$ cat src/hdl/kss_pkg.sv
`timescale 1ns / 1ps
`default_nettype none
package kss_pkg;
	localparam int unsigned MAX_SLOTS = 4096;
	localparam int unsigned ADDR_W = 12;
	localparam int unsigned CNT_W = 13;

	localparam logic [63:0] SEED_INIT = 64'h9e3779b97f4a7c15;
	localparam logic [63:0] SEED_MUL = 64'hbf58476d1ce4e5b9;
	localparam logic [63:0] SEED_ADD = 64'h94d049bb133111eb;
	localparam logic [63:0] SEED_ZERO_SUB = 64'h517cc1b727220a95;
	localparam logic [63:0] OUT_MUL = 64'h2545f4914f6cdd1d;

	localparam logic [1:0] ST_OK = 2'd0;
	localparam logic [1:0] ST_BAD_COUNT = 2'd1;
	localparam logic [1:0] ST_BAD_INDEX = 2'd2;

	localparam logic [2:0] REG_SLOT_COUNT = 3'd0;
	localparam logic [2:0] REG_KEY_0 = 3'd1;
	localparam logic [2:0] REG_KEY_3 = 3'd4;

	localparam logic REQ_BUILD = 1'b0;

	typedef struct packed {
		logic start;
		logic [63:0] a;
		logic [63:0] b;
		logic [63:0] c;
	} mul_req_t;

	typedef struct packed {
		logic start;
		logic [63:0] num;
		logic [CNT_W-1:0] den;
	} mod_req_t;
endpackage
`default_nettype wire

$ cat src/hdl/kss_mul.sv
`timescale 1ns / 1ps
`default_nettype none
// low 64 bits of a*b + c, one 32x32 product per cycle
module kss_mul (
	input wire logic clk,
	input wire logic arst_n,
	input wire kss_pkg::mul_req_t req,
	output logic done,
	output logic [63:0] p
);
	logic [63:0] a_q, b_q, acc_q;
	logic [1:0] ph_q;
	logic busy_q;
	logic [31:0] op_x, op_y;
	logic [63:0] prod;

	assign op_x = (ph_q == 2'd2) ? a_q[63:32] : a_q[31:0];
	assign op_y = (ph_q == 2'd1) ? b_q[63:32] : b_q[31:0];
	assign prod = op_x * op_y;
	assign p = acc_q;

	always_ff @(posedge clk or negedge arst_n) begin
		if (!arst_n) begin
			busy_q <= 1'b0;
			ph_q <= 2'd0;
			done <= 1'b0;
		end else begin
			done <= 1'b0;
			if (req.start) begin
				busy_q <= 1'b1;
				ph_q <= 2'd0;
			end else if (busy_q) begin
				if (ph_q == 2'd2) begin
					busy_q <= 1'b0;
					done <= 1'b1;
				end
				ph_q <= ph_q + 2'd1;
			end
		end
	end

	always_ff @(posedge clk) begin
		if (req.start) begin
			a_q <= req.a;
			b_q <= req.b;
			acc_q <= req.c;
		end else if (busy_q) begin
			if (ph_q == 2'd0) begin
				acc_q <= acc_q + prod;
			end else begin
				acc_q <= acc_q + {prod[31:0], 32'h0};
			end
		end
	end
endmodule
`default_nettype wire

$ cat config.mk
export PLATFORM = sky130hd
export DESIGN_NAME = kss_mul
export DESIGN_NICKNAME = d
export VERILOG_FILES = /design/src/hdl/kss_pkg.sv /design/src/hdl/kss_mul.sv
export SDC_FILE = /design/constraint.sdc
export NUM_CORES = 2
export LEC_CHECK = 0
export BUFFER_PORTS_ARGS = -buffer_cell sky130_fd_sc_hd__buf_2
export CAP_MARGIN = 20
export CORE_MARGIN = 5
export CORE_UTILIZATION = 41
export CTS_CLUSTER_DIAMETER = 50
export DETAILED_ROUTE_END_ITERATION = 8
export PLACE_DENSITY = 0.65
export SETUP_SLACK_MARGIN = 0.02
export SLEW_MARGIN = 15
export SYNTH_ARGS = -nofsm -noshare
export SYNTH_HDL_FRONTEND = slang
export SYNTH_SLANG_ARGS = --single-unit
$ cat constraint.sdc
create_clock -name clk -period 12.05 [get_ports clk]
set_input_delay 0.6025 -clock clk [delete_from_list [all_inputs] [get_ports clk]]
set_output_delay 0.6025 -clock clk [all_outputs]
set_load 0.005 [all_outputs]
; Yosys cells after proc, flatten, opt, wreduce, memory -nomap -nowiden
; Index checks and enable logic that the tools add are counted.
[word_totals]
ff_bits = 196
[classes]
add_sub_neg = 3
multipliers = 1
eq_ne = 2
muxes = 13
n_reduce_logical = 2
[ops]
columns = cell, n
row1 = $mux 64, 3
row2 = $add 64x64->64, 2
row3 = $mul 32x32->64, 1
row4 = $mux 32, 2
row5 = $mux 1, 6
row6 = $mux 2, 2
row7 = $add 2x1->2 const B, 1
row8 = $eq 2x1->1 const B, 1
row9 = $eq 2x2->1 const B, 1
row10 = $logic_not 2->1, 1
row11 = $reduce_bool 2->1, 1

; Logic depth before layout (Yosys ltp)
[depth]
ltp_word = 7
depth_mapped = 47

; Worst setup path before layout
; Ideal clock, no wire load.
[synth_timing]
path_kind = reg2reg
startpoint = reg ph_q[0]
endpoint = reg acc_q[63] (netlist: p[63]), data pin
t_arrival_ns = 10.625
required_ns = 11.789
setup_slack_ns = 1.164
path_stages_with_launch = 44
synth_period_minus_slack_ns = 10.886
path_cell_list = dfrtp_1 inv_1 ha_1 clkbuf_1 buf_1 mux2i_1 clkbuf_1 nor2_1 fa_1 fa_1 fa_1 inv_1 fa_1 inv_1 fa_1 inv_1 fa_1 inv_1 [... 8 more ...] a21oi_1 o21ai_0 nor2b_1 nor2b_1 o21ai_0 xor2_1 ha_1 clkbuf_1 nand2_1 or3_1 nor4_1 a41oi_1 and3_1 buf_2 o211ai_1 xnor2_1 xnor2_1 a221o_1
[synth_between]
elab_chain_cells = 7
word_cells_on_any_way = 11
[synth_rtl]
columns = element, line
row1 = "start, declared", kss_mul.sv:12  ; logic [1:0] ph_q;
row2 = "start signal, assigned", kss_mul.sv:37  ; ph_q <= ph_q + 2'd1;
row3 = $eq 2x2->1 or $eq 2x1->1 (tied branches), "kss_mul.sv:17, kss_mul.sv:18"
row4 = "$mux 32, on equally long branches", "kss_mul.sv:17, kss_mul.sv:18"
row5 = $mul 32x32->64, kss_mul.sv:19  ; assign prod = op_x * op_y;
row6 = "$add 64x64->64, on equally long branches", "kss_mul.sv:51, kss_mul.sv:49"
row7 = $mux 64 *, kss_mul.sv:48  ; if (ph_q == 2'd0) begin
row8 = $mux 64 *, kss_mul.sv:47  ; end else if (busy_q) begin
row9 = $mux 64 *, kss_mul.sv:43  ; if (req.start) begin
row10 = "end signal, assigned", kss_mul.sv:46  ; acc_q <= req.c;
row11 = "end signal, assigned", kss_mul.sv:49  ; acc_q <= acc_q + prod;
row12 = "end signal, assigned", kss_mul.sv:51  ; acc_q <= acc_q + {prod[31:0], 32'h0};
row13 = "end, declared", kss_mul.sv:11  ; logic [63:0] a_q, b_q, acc_q;
; Mark *: on every way between the ends. The rest lies on a longest branch, timed or not. The select of a mux whose other input is x is not followed.
; A chain may end at the register's enable or synchronous reset.

; Worst setup path after layout
; Ends and elaborated chain as after synthesis.

==> out/metrics.cfg <==
[critical_path]
r2r_cells=38
r2r-start=ph_q[0]
slowest_delay_ns=0.62
worst-path-max-fanout=28
end_kind=flop
r2r_end=p[63]
slowest_stage=fa_1
crit_path_frequent_cell=fa_1
critPathLaunchType=flop
arrival_ns=11.77
crit_required_ns=12.34
r2r_slack_ns=0.57
startpoint=ph_q[0]
crit_type=reg2reg

[yosys]
postSynth.asyncResetShare_pct=2.04
synth_seq_area_share_pct=13.0
synth_edf_count=192
yosys-top-cells-area=fa_1 (40%), edfxtp_1 (13%), ha_1 (10%)
ys.flop_type=edfxtp_1
avgSynthCellArea_um2=9.21
yosysTopAreaCellShare_pct=39.8
syn_nets=6369
synthCells=4905
yosysTopAreaCell=fa_1
yosysWarnings=0
synth_seq_cells=196
synthDistinctLibCells=88
syn-cell-area_mm2=0.0452

[clock_network]
clkTransAtPathRegs_ns=0.12
cts_buffers=17
clock_sinks=196
clock_path_buffers=2
cts_root_buf=clkbuf_16
clock_latency_ns=0.56
cts_tree=yes
cts_setup_buffers=0
htreeDepth=4

[sta]
min_period_ns=11.48
hold_viol_final=0
finalSetupViolations=0
skew_ns=0.0426
max_freq_mhz=87.1
relSlewSlack_pct=26.8
rsz0062_at_grt=true
whs_ns=0.234
drv_slew=0
fin_crit_sh_pct=95.2
tns_ns=0
worstMarginPinSlew_ns=1.07

[die]
start_util_pct=41.4
core_mm2=0.109
fp.dieW_um=342
num_rows=121
die_h_um=342
ios=260
die-area_mm2=0.117

[routing]
drc=0
final_antenna_net_count=0
wl_per_cell_um=23.2
first_iter_violations=3371
viasPerCell=5.49
wl_mm=153
drtPass1Iterations=6
num_vias=36131

[min_path]
min_path_type=in2reg
min_from=req[180]
whs_path_depth=1
holdPathEnd=a_q[52]

[layout]
fin_nets=6556
nFillCells=10530
final_layout_size_suffix_gt1_share_pct=11.4
syn_to_final_growth_pct=9.39
fin_util_pct=45.3
antenna_cells=0
design_area_mm2=0.0494

[placed_design]
dp_hpwl_mm=130
place_area_mm2=0.0487
place_congestion=0.986
port_buffers=259

[job]
maxCapViolCount=0

[outcome]
status=complete, no violations

[global_route]
grt_pass1_vias=37579
overflow=0
track_usage_pct=26.4
grt_start_max_net_pins=59
grt_pass1_wl_mm=233
antenna_found_initial=3

## cells in the final DEF (no fill, tap or decap), types with 119 or more instances in the layout
cell | netlist | final
fa_1 | 898 | 898
inv_1 | 878 | 878
nor2_1 | 648 | 648
nand2_1 | 615 | 615
ha_1 | 371 | 369
buf_2 | 13 | 258
edfxtp_1 | 192 | 192
a21oi_1 | 178 | 177
buf_4 | 7 | 133
o21ai_0 | 120 | 119
## logic make-up after synthesis
family          Yosys count  share of synthesized area [%]
simple gates           1477                           13.4
mux                     129                           3.04
buf+inv                1108                           9.30
xor+xnor                145                           2.86
flops                   196                           13.0
fa+ha+maj              1269                           50.1
compound gates          581                           8.35
## state kept, by name, indices dropped and copies added, names as in the netlist
signal  count
b_q        64
busy_q      1
ph_q        2
a_q        64
p          64
done        1
## Yosys cell counts (5+ instances only)
library cell / n
buf_2: 13
nand2b_1: 16
o31a_1: 7
o21ai_2: 6
a21o_1: 83
o211ai_1: 10
inv_1: 878
a21boi_0: 5
o21ai_0: 120
nand4_1: 41
nand2_1: 615
mux2_2: 64
o21a_1: 21
mux2i_1: 65
nor4_1: 8
o31ai_1: 9
buf_4: 7
or3_1: 15
xor2_1: 67
xnor2_1: 76
nor3_1: 30
or2_2: 10
o21ai_1: 11
nor2_1: 648
o22ai_1: 6
nand3_1: 25
clkbuf_1: 195
a22oi_1: 10
buf_1: 14
a21oi_1: 178
a31oi_1: 14
a211oi_1: 16
and3_1: 17
o21bai_1: 28
and2_1: 8
ha_1: 371
a221oi_1: 7
edfxtp_1: 192
nor2b_1: 26
fa_1: 898
## worst max-delay path: cells and delay by family, from the launching register on
family / cells / cell delay (ns)
and+or+nand+nor: 9 / 1.79
xor gates and xnor gates: 3 / 0.47
AOI/OAI and AO/OA: 9 / 1.77
DFF: 1 / 0.45
muxes: 1 / 0.50
buffers and inverters: 5 / 0.82
adders and majority gates: 11 / 5.33
## metrics by stage
| stage | cells | worst slack (ns) |
|---|---|---|
| final | 6581 | 0.574 |
| after global routing | 6581 | 0.00292 |
| after CTS | 6580 | 0.503 |
| after detailed placement | 6547 | 0.585 |
| after global placement | 6547 | 0.687 |
| after floorplan | 4905 | 1.16 |
## routing by layer
metal  routed length [um]  part of all wire, %  vias up  GRT usage (%)
met4                 7430                  4.9        2           11.0
met2                65100                   43     1873           39.1
met3                16200                   11      315           6.71
li1                     -                    -    15712              -
met5                   13               0.0085        -              0
met1                64100                   42    18229           37.0
## repair_timing
action                                 in CTS  in global routing
resized for setup                           0                  7
endpoints found under the hold margin       4                  0
setup endpoints to repair                   0                  7
hold buffers                                1                  0
## final cells by class
class / count / area [um^2] / share of cell area (%)
Clock buffer: 17 / 425 / 0.861
Multi-Input combinational cell: 3601 / 35400 / 71.6
Tap cell: 1476 / 1850 / 3.74
Timing Repair Buffer: 397 / 2400 / 4.86
Inverter: 879 / 3300 / 6.68
Clock inverter: 15 / 200 / 0.405
Sequential cell: 196 / 5870 / 11.9
## worst max path at each step
stage / to / slack (ns) / depth (start not counted)
after floorplan: p[63] / 1.16 / 43
final: p[63] / 0.57 / 38
after global routing: p[63] / 0.003 / 38
after detailed placement: p[63] / 0.58 / 35
after CTS: p[63] / 0.50 / 35
after global placement: p[63] / 0.69 / 38
Power is not shown: default switching activity piles up to over one toggle a cycle in this logic, so the estimate is an artifact.
