File: src/hdl/kss_pkg.sv
`timescale 1ns / 1ps
`default_nettype none
package kss_pkg;
	localparam int unsigned MAX_SLOTS = 4096;
	localparam int unsigned ADDR_W = 12;
	localparam int unsigned CNT_W = 13;

	localparam logic [63:0] SEED_INIT = 64'h9e3779b97f4a7c15;
	localparam logic [63:0] SEED_MUL = 64'hbf58476d1ce4e5b9;
	localparam logic [63:0] SEED_ADD = 64'h94d049bb133111eb;
	localparam logic [63:0] SEED_ZERO_SUB = 64'h517cc1b727220a95;
	localparam logic [63:0] OUT_MUL = 64'h2545f4914f6cdd1d;

	localparam logic [1:0] ST_OK = 2'd0;
	localparam logic [1:0] ST_BAD_COUNT = 2'd1;
	localparam logic [1:0] ST_BAD_INDEX = 2'd2;

	localparam logic [2:0] REG_SLOT_COUNT = 3'd0;
	localparam logic [2:0] REG_KEY_0 = 3'd1;
	localparam logic [2:0] REG_KEY_3 = 3'd4;

	localparam logic REQ_BUILD = 1'b0;

	typedef struct packed {
		logic start;
		logic [63:0] a;
		logic [63:0] b;
		logic [63:0] c;
	} mul_req_t;

	typedef struct packed {
		logic start;
		logic [63:0] num;
		logic [CNT_W-1:0] den;
	} mod_req_t;
endpackage
`default_nettype wire

File: src/hdl/kss_mod.sv
`timescale 1ns / 1ps
`default_nettype none
// num mod den, one quotient bit per cycle
module kss_mod (
	input wire logic clk,
	input wire logic arst_n,
	input wire kss_pkg::mod_req_t req,
	output logic done,
	output logic [kss_pkg::ADDR_W-1:0] rem
);
	logic [63:0] num_q;
	logic [kss_pkg::CNT_W-1:0] den_q, rem_q;
	logic [6:0] cnt_q;
	logic busy_q;
	logic [kss_pkg::CNT_W:0] t, t_sub;

	assign t = {rem_q, num_q[63]};
	assign t_sub = (t >= {1'b0, den_q}) ? t - {1'b0, den_q} : t;
	assign rem = rem_q[kss_pkg::ADDR_W-1:0];

	always_ff @(posedge clk or negedge arst_n) begin
		if (!arst_n) begin
			busy_q <= 1'b0;
			cnt_q <= '0;
			done <= 1'b0;
		end else begin
			done <= 1'b0;
			if (req.start) begin
				busy_q <= 1'b1;
				cnt_q <= '0;
			end else if (busy_q) begin
				cnt_q <= cnt_q + 7'd1;
				if (cnt_q == 7'd63) begin
					busy_q <= 1'b0;
					done <= 1'b1;
				end
			end
		end
	end

	always_ff @(posedge clk) begin
		if (req.start) begin
			num_q <= req.num;
			den_q <= req.den;
			rem_q <= '0;
		end else if (busy_q) begin
			num_q <= {num_q[62:0], 1'b0};
			rem_q <= t_sub[kss_pkg::CNT_W-1:0];
		end
	end
endmodule
`default_nettype wire

File: config.mk
export PLATFORM = sky130hd
export DESIGN_NAME = kss_mod
export DESIGN_NICKNAME = d
export VERILOG_FILES = /design/src/hdl/kss_pkg.sv /design/src/hdl/kss_mod.sv
export SDC_FILE = /design/constraint.sdc
export NUM_CORES = 1
export LEC_CHECK = 0
export ABC_AREA = 1
export BUFFER_PORTS_ARGS = -buffer_cell sky130_fd_sc_hd__clkbuf_2
export CAP_MARGIN = 15
export CORE_ASPECT_RATIO = 0.5
export CORE_UTILIZATION = 55
export CTS_CLUSTER_SIZE = 8
export DETAILED_ROUTE_END_ITERATION = 10
export PLACE_DENSITY = 0.82
export SLEW_MARGIN = 30
export SYNTH_ARGS = -nofsm -noshare
export SYNTH_HDL_FRONTEND = slang
export SYNTH_SLANG_ARGS = --single-unit
File: constraint.sdc
create_clock -name clk -period 5.9 [get_ports clk]
set_input_delay 0.295 -clock clk [delete_from_list [all_inputs] [get_ports clk]]
set_output_delay 0.295 -clock clk [all_outputs]
set_load 0.01 [all_outputs]
After elaboration in Yosys (flattened, before gate mapping)

Index checks and enable logic that the tools add are counted.

Equality and inequality tests: 1
Add/sub/neg operators: 2
Reduce and logical (&&, ||, !) cells: 1
Muxes and demuxes: 11
$lt $le $gt $ge: 1

Operator list:

| operator              | number |
|---|---|
| $mux W64              | 2 |
| $ge A14 B13 Y1        | 1 |
| $mux W7               | 2 |
| $mux W13              | 1 |
| $sub A13 B13 Y13      | 1 |
| $add A7 B1 Y7 const B | 1 |
| $eq A7 B6 Y1 const B  | 1 |
| $mux W1               | 6 |
| $reduce_bool A2 Y1    | 1 |

Input port bits: 80
Bits in registers: 99
Output and inout bits: 13
Word-level logic and storage cells: 22

Depth between registers and ports, before layout

Depth in word-level cells: 4
Mapped depth: 12
Gate-level depth less buffers: 12

Worst setup path before layout

OpenSTA, ideal clock, no wires.

Path kind: input to register
Start: input port req[77] (netlist name)
End: register num_q[0] (enable)
Library setup time: 0.418 ns
Path slack: 3.398 ns
Arrival time: 2.084 ns
Buffers on the path: 2
Stages on the path: 4
Data required time: 5.482 ns
Path through: clkbuf_1 -> nor2_1 -> clkbuf_1 -> inv_1

Word-level cells in the longest chain between the ends: 1

RTL lines:

| what                                | line          | source |
|---|---|---|
| start, declared                     | kss_mod.sv:7  | `input wire kss_pkg::mod_req_t req,` |
| $reduce_bool A2 Y1 (no source line) | n/a           |  |
| end signal, assigned                | kss_mod.sv:43 | `num_q <= req.num;` |
| end signal, assigned                | kss_mod.sv:47 | `num_q <= {num_q[62:0], 1'b0};` |
| end, declared                       | kss_mod.sv:11 | `logic [63:0] num_q;` |

Every way passes these cells.
A chain may end at the register's enable or synchronous reset.

Final worst setup path

Start: input port req[77] (netlist name)
End: register num_q[15] (data pin)

Word-level cells in the longest chain between the ends: 1

RTL lines:

| what     | line          | source |
|---|---|---|
| $mux W64 | kss_mod.sv:42 | `if (req.start) begin` |

Every way passes these cells.

==> flow_metrics.env <==
export IMPL_wl_per_cell_um=12.5
export IMPL_crit_path_start_kind="input port"
export IMPL_fill_cells=734
export IMPL_die_width_um=139
export IMPL_dieArea_um2=9740
export IMPL_num_rows=24
export IMPL_hold_viol_final=0
export IMPL_drt_total_wl_um=10100
export IMPL_gp_congestion=0.878
export IMPL_via_per_inst=4.93
export IMPL_grt_use_total_pct=22.6
export IMPL_crit_chain="clkbuf_2, buf_4, clkinv_2, nand2_1, nand2_1"
export IMPL_worstMarginPinSlew_ps=821
export IMPL_synthFlopType="edfxtp_1"
export IMPL_drive_gt1_share_pct=19.8
export IMPL_ys_seq_area_share_pct=54.5
export IMPL_grt_pass1_wl_um=17300
export IMPL_yosysWarningCount=0
export IMPL_syn2layout_area_growth_pct=14.8
export IMPL_critPathTopFamily="buffers and inverters"
export IMPL_cts_sinks=99
export IMPL_num_io_pins=93
export IMPL_fin_crit_sh_pct=42.1
export IMPL_slowest_stage="clkinv_2"
export IMPL_async_flop_share_pct=9.09
export IMPL_die_y_um=70.3
export IMPL_crit_start="req[77]"
export IMPL_clockBufferDepth=2
export IMPL_ff_latch_area_um2=2800
export IMPL_setup_violations=0
export IMPL_fin_ws_ps=3420
export IMPL_synthDistinctLibCells=30
export IMPL_drv_slew=0
export IMPL_final_instance_count_excl_fill=805
export IMPL_maxSlewHeadroom_pct=45.2
export IMPL_path_class="input port to flip-flop"
export IMPL_hp_start="req[10]"
export IMPL_vias=3972
export IMPL_r2r_slack_ps=3680
export IMPL_rsz0062_at_grt="false"
export IMPL_stdcell_area_um2=5890
export IMPL_cts_root_buf="clkbuf_16"
export IMPL_endpoint_kind="flip-flop"
export IMPL_swShare_pct=32.1
export IMPL_p_switching_mw=0.666
export IMPL_syn_area_per_cell_um2=8.41
export IMPL_syn_nets=705
export IMPL_most_common_layout_cells="nand2_1 (295), clkbuf_2 (92), edfxtp_1 (77)"
export IMPL_maxCapViolations=0
export IMPL_portBuffers=92
export IMPL_first_iter_violations=354
export IMPL_antenna_found_initial=0
export IMPL_multi_input_area_um2=1880
export IMPL_peakVddDrop_mv=0.189
export IMPL_crit_buf_inv=3
export IMPL_dpl_hpwl_um=6930
export IMPL_r2r_start="num_q[63]$_DFFE_PP_"
export IMPL_p_int_mw=1.41
export IMPL_yosys_area_top_type_share_pct=45.1
export IMPL_netlist_instances=610
export IMPL_grt_pass1_vias=3921
export IMPL_setup_tns_ps=0
export IMPL_ys_ff_latch=99
export IMPL_final_nets=778
export IMPL_pwr_share_clk_pct=28.8
export IMPL_status="complete, no violations"
export IMPL_grt_start_max_net_pins=69
export IMPL_min_period_ps=2480
export IMPL_seqPwrFrac_pct=42.8
export IMPL_netlist_area_um2=5130
export IMPL_crit_path_frequent_cell="nand2_1"
export IMPL_drtAntennaViolNets=0
export IMPL_cp_max_fo=68
export IMPL_clk_latency_ps=350
export IMPL_fmax_ghz=0.403
export IMPL_numCtsBuffers=9
export IMPL_cp_data_arrival_time_ps=2580
export IMPL_p_leak_nw=3.09
export IMPL_skew_ps=7.36
export IMPL_min_path_type="input port to flip-flop"
export IMPL_cts_clk_slew_worst_paths_ps=60
export IMPL_synth_edf_count=77
export IMPL_cpPeakStageDelay_ps=760
export IMPL_cp_required_ps=6000
export IMPL_dpl_worst_slack_ps=3330
export IMPL_hold_ws_ps=123
export IMPL_htreeDepth=3
export IMPL_antenna_diode_count=0
export IMPL_core_area_um2=8890
export IMPL_first_pass_iters=5
export IMPL_power_density_nw_per_um2=353
export IMPL_yosysTopAreaCell="edfxtp_1"
export IMPL_placed_area_um2=5570
export IMPL_final_common_cell="nand2_1"
export IMPL_place_inst=788
export IMPL_start_util_pct=57.7
export IMPL_route_detailed_drc=0
export IMPL_comb_power_share_pct=28.4
export IMPL_synth_area_top_cells="edfxtp_1 (45%), nand2_1 (22%), dfxtp_1 (5.1%)"
export IMPL_grt_overflow=0
export IMPL_cts_tree="done"
[logic make-up (layout without fill, tap and decap cells)]
group / count (synthesis) / count (layout) / share of synthesized area (%)
buf+inv: 106 / 184 / 8.95
fa+ha+maj: 15 / 15 / 3.81
flops: 99 / 99 / 54.6
xor+xnor: 6 / 6 / 1.02
compound gates: 13 / 13 / 1.51
simple gates: 371 / 371 / 30.2
[synthesized netlist by cell type, types with 3 or more instances]
master,count
edfxtp_1,77
nand2_1,295
xnor2_1,3
nor2_1,13
buf_2,7
nand3_1,27
inv_1,64
buf_1,3
clkbuf_1,10
inv_2,9
a21oi_1,7
nor2_2,3
dfxtp_1,13
o21ai_0,3
buf_4,12
xor2_1,3
nand3_2,5
nand4_1,17
nand2_2,4
ha_1,14
nor3_1,4
dfrtp_1,9
[through the flow]
| stage | utilization, % | power [mW] |
|---|---|---|
| finish | 66.2 | 2.08 |
| global route | 66.2 | 2.20 |
| CTS | 66.2 | 2.08 |
| detailed placement | 62.6 | 1.48 |
| global placement | 62.6 | 1.46 |
| floorplan | - | 1.37 |
[path summary, 6_finish.rpt]
kind / end / cells after the start
min in group asynchronous: cnt_q[3]$_DFFE_PN0P_ / 2
worst max register to register: rem_q[7]$_SDFFE_PP0P_ / 11
max in group asynchronous: done$_DFF_PN0_ / 2
worst max-delay path: num_q[15]$_DFFE_PP_ / 5
worst min register to register: rem_q[10]$_SDFFE_PP0P_ / 2
worst min-delay path: den_q[10]$_DFFE_PP_ / 1
[power groups by stage]
| stage | Combinational (mW) | Clock (mW) | Sequential, mW |
|---|---|---|---|
| after global placement | 0.560 | 0 | 0.903 |
| after global routing | 0.669 | 0.635 | 0.900 |
| final | 0.590 | 0.598 | 0.890 |
| after detailed placement | 0.578 | 0 | 0.903 |
| after floorplan | 0.481 | 0 | 0.888 |
| after CTS | 0.585 | 0.607 | 0.890 |
[state kept, by name (all words and copies together), names as in the netlist]
signal	count
den_q	13
num_q	64
busy_q	1
rem_q	13
done	1
cnt_q	7
[layer usage]
metal  GRT usage, %  part of all wire [%]  vias up
met1           28.4                    46     1786
met5              0                     0        -
met3           6.79                   4.8       20
li1               -                     -     2058
met2           37.2                    48      108
met4           8.74                   1.7        0
[cell type report]
type / instances / share of cell area (%)
clock inverter: 4 / 0.850
tap: 117 / 2.49
timing repair buffer: 95 / 8.24
clock buffer: 12 / 4.36
inverter: 73 / 4.67
multi-input combinational: 405 / 31.9
sequential: 99 / 47.5
[timing repair]
| action | 4_1_cts | 5_1_grt |
|---|---|---|
| endpoints found under the hold margin | 9 | 0 |
| gates resized for setup | 0 | 0 |
| buffers inserted | 0 | 0 |
| hold buffers | 1 | 0 |
No activity file was read; power rests on OpenSTA's default activity.
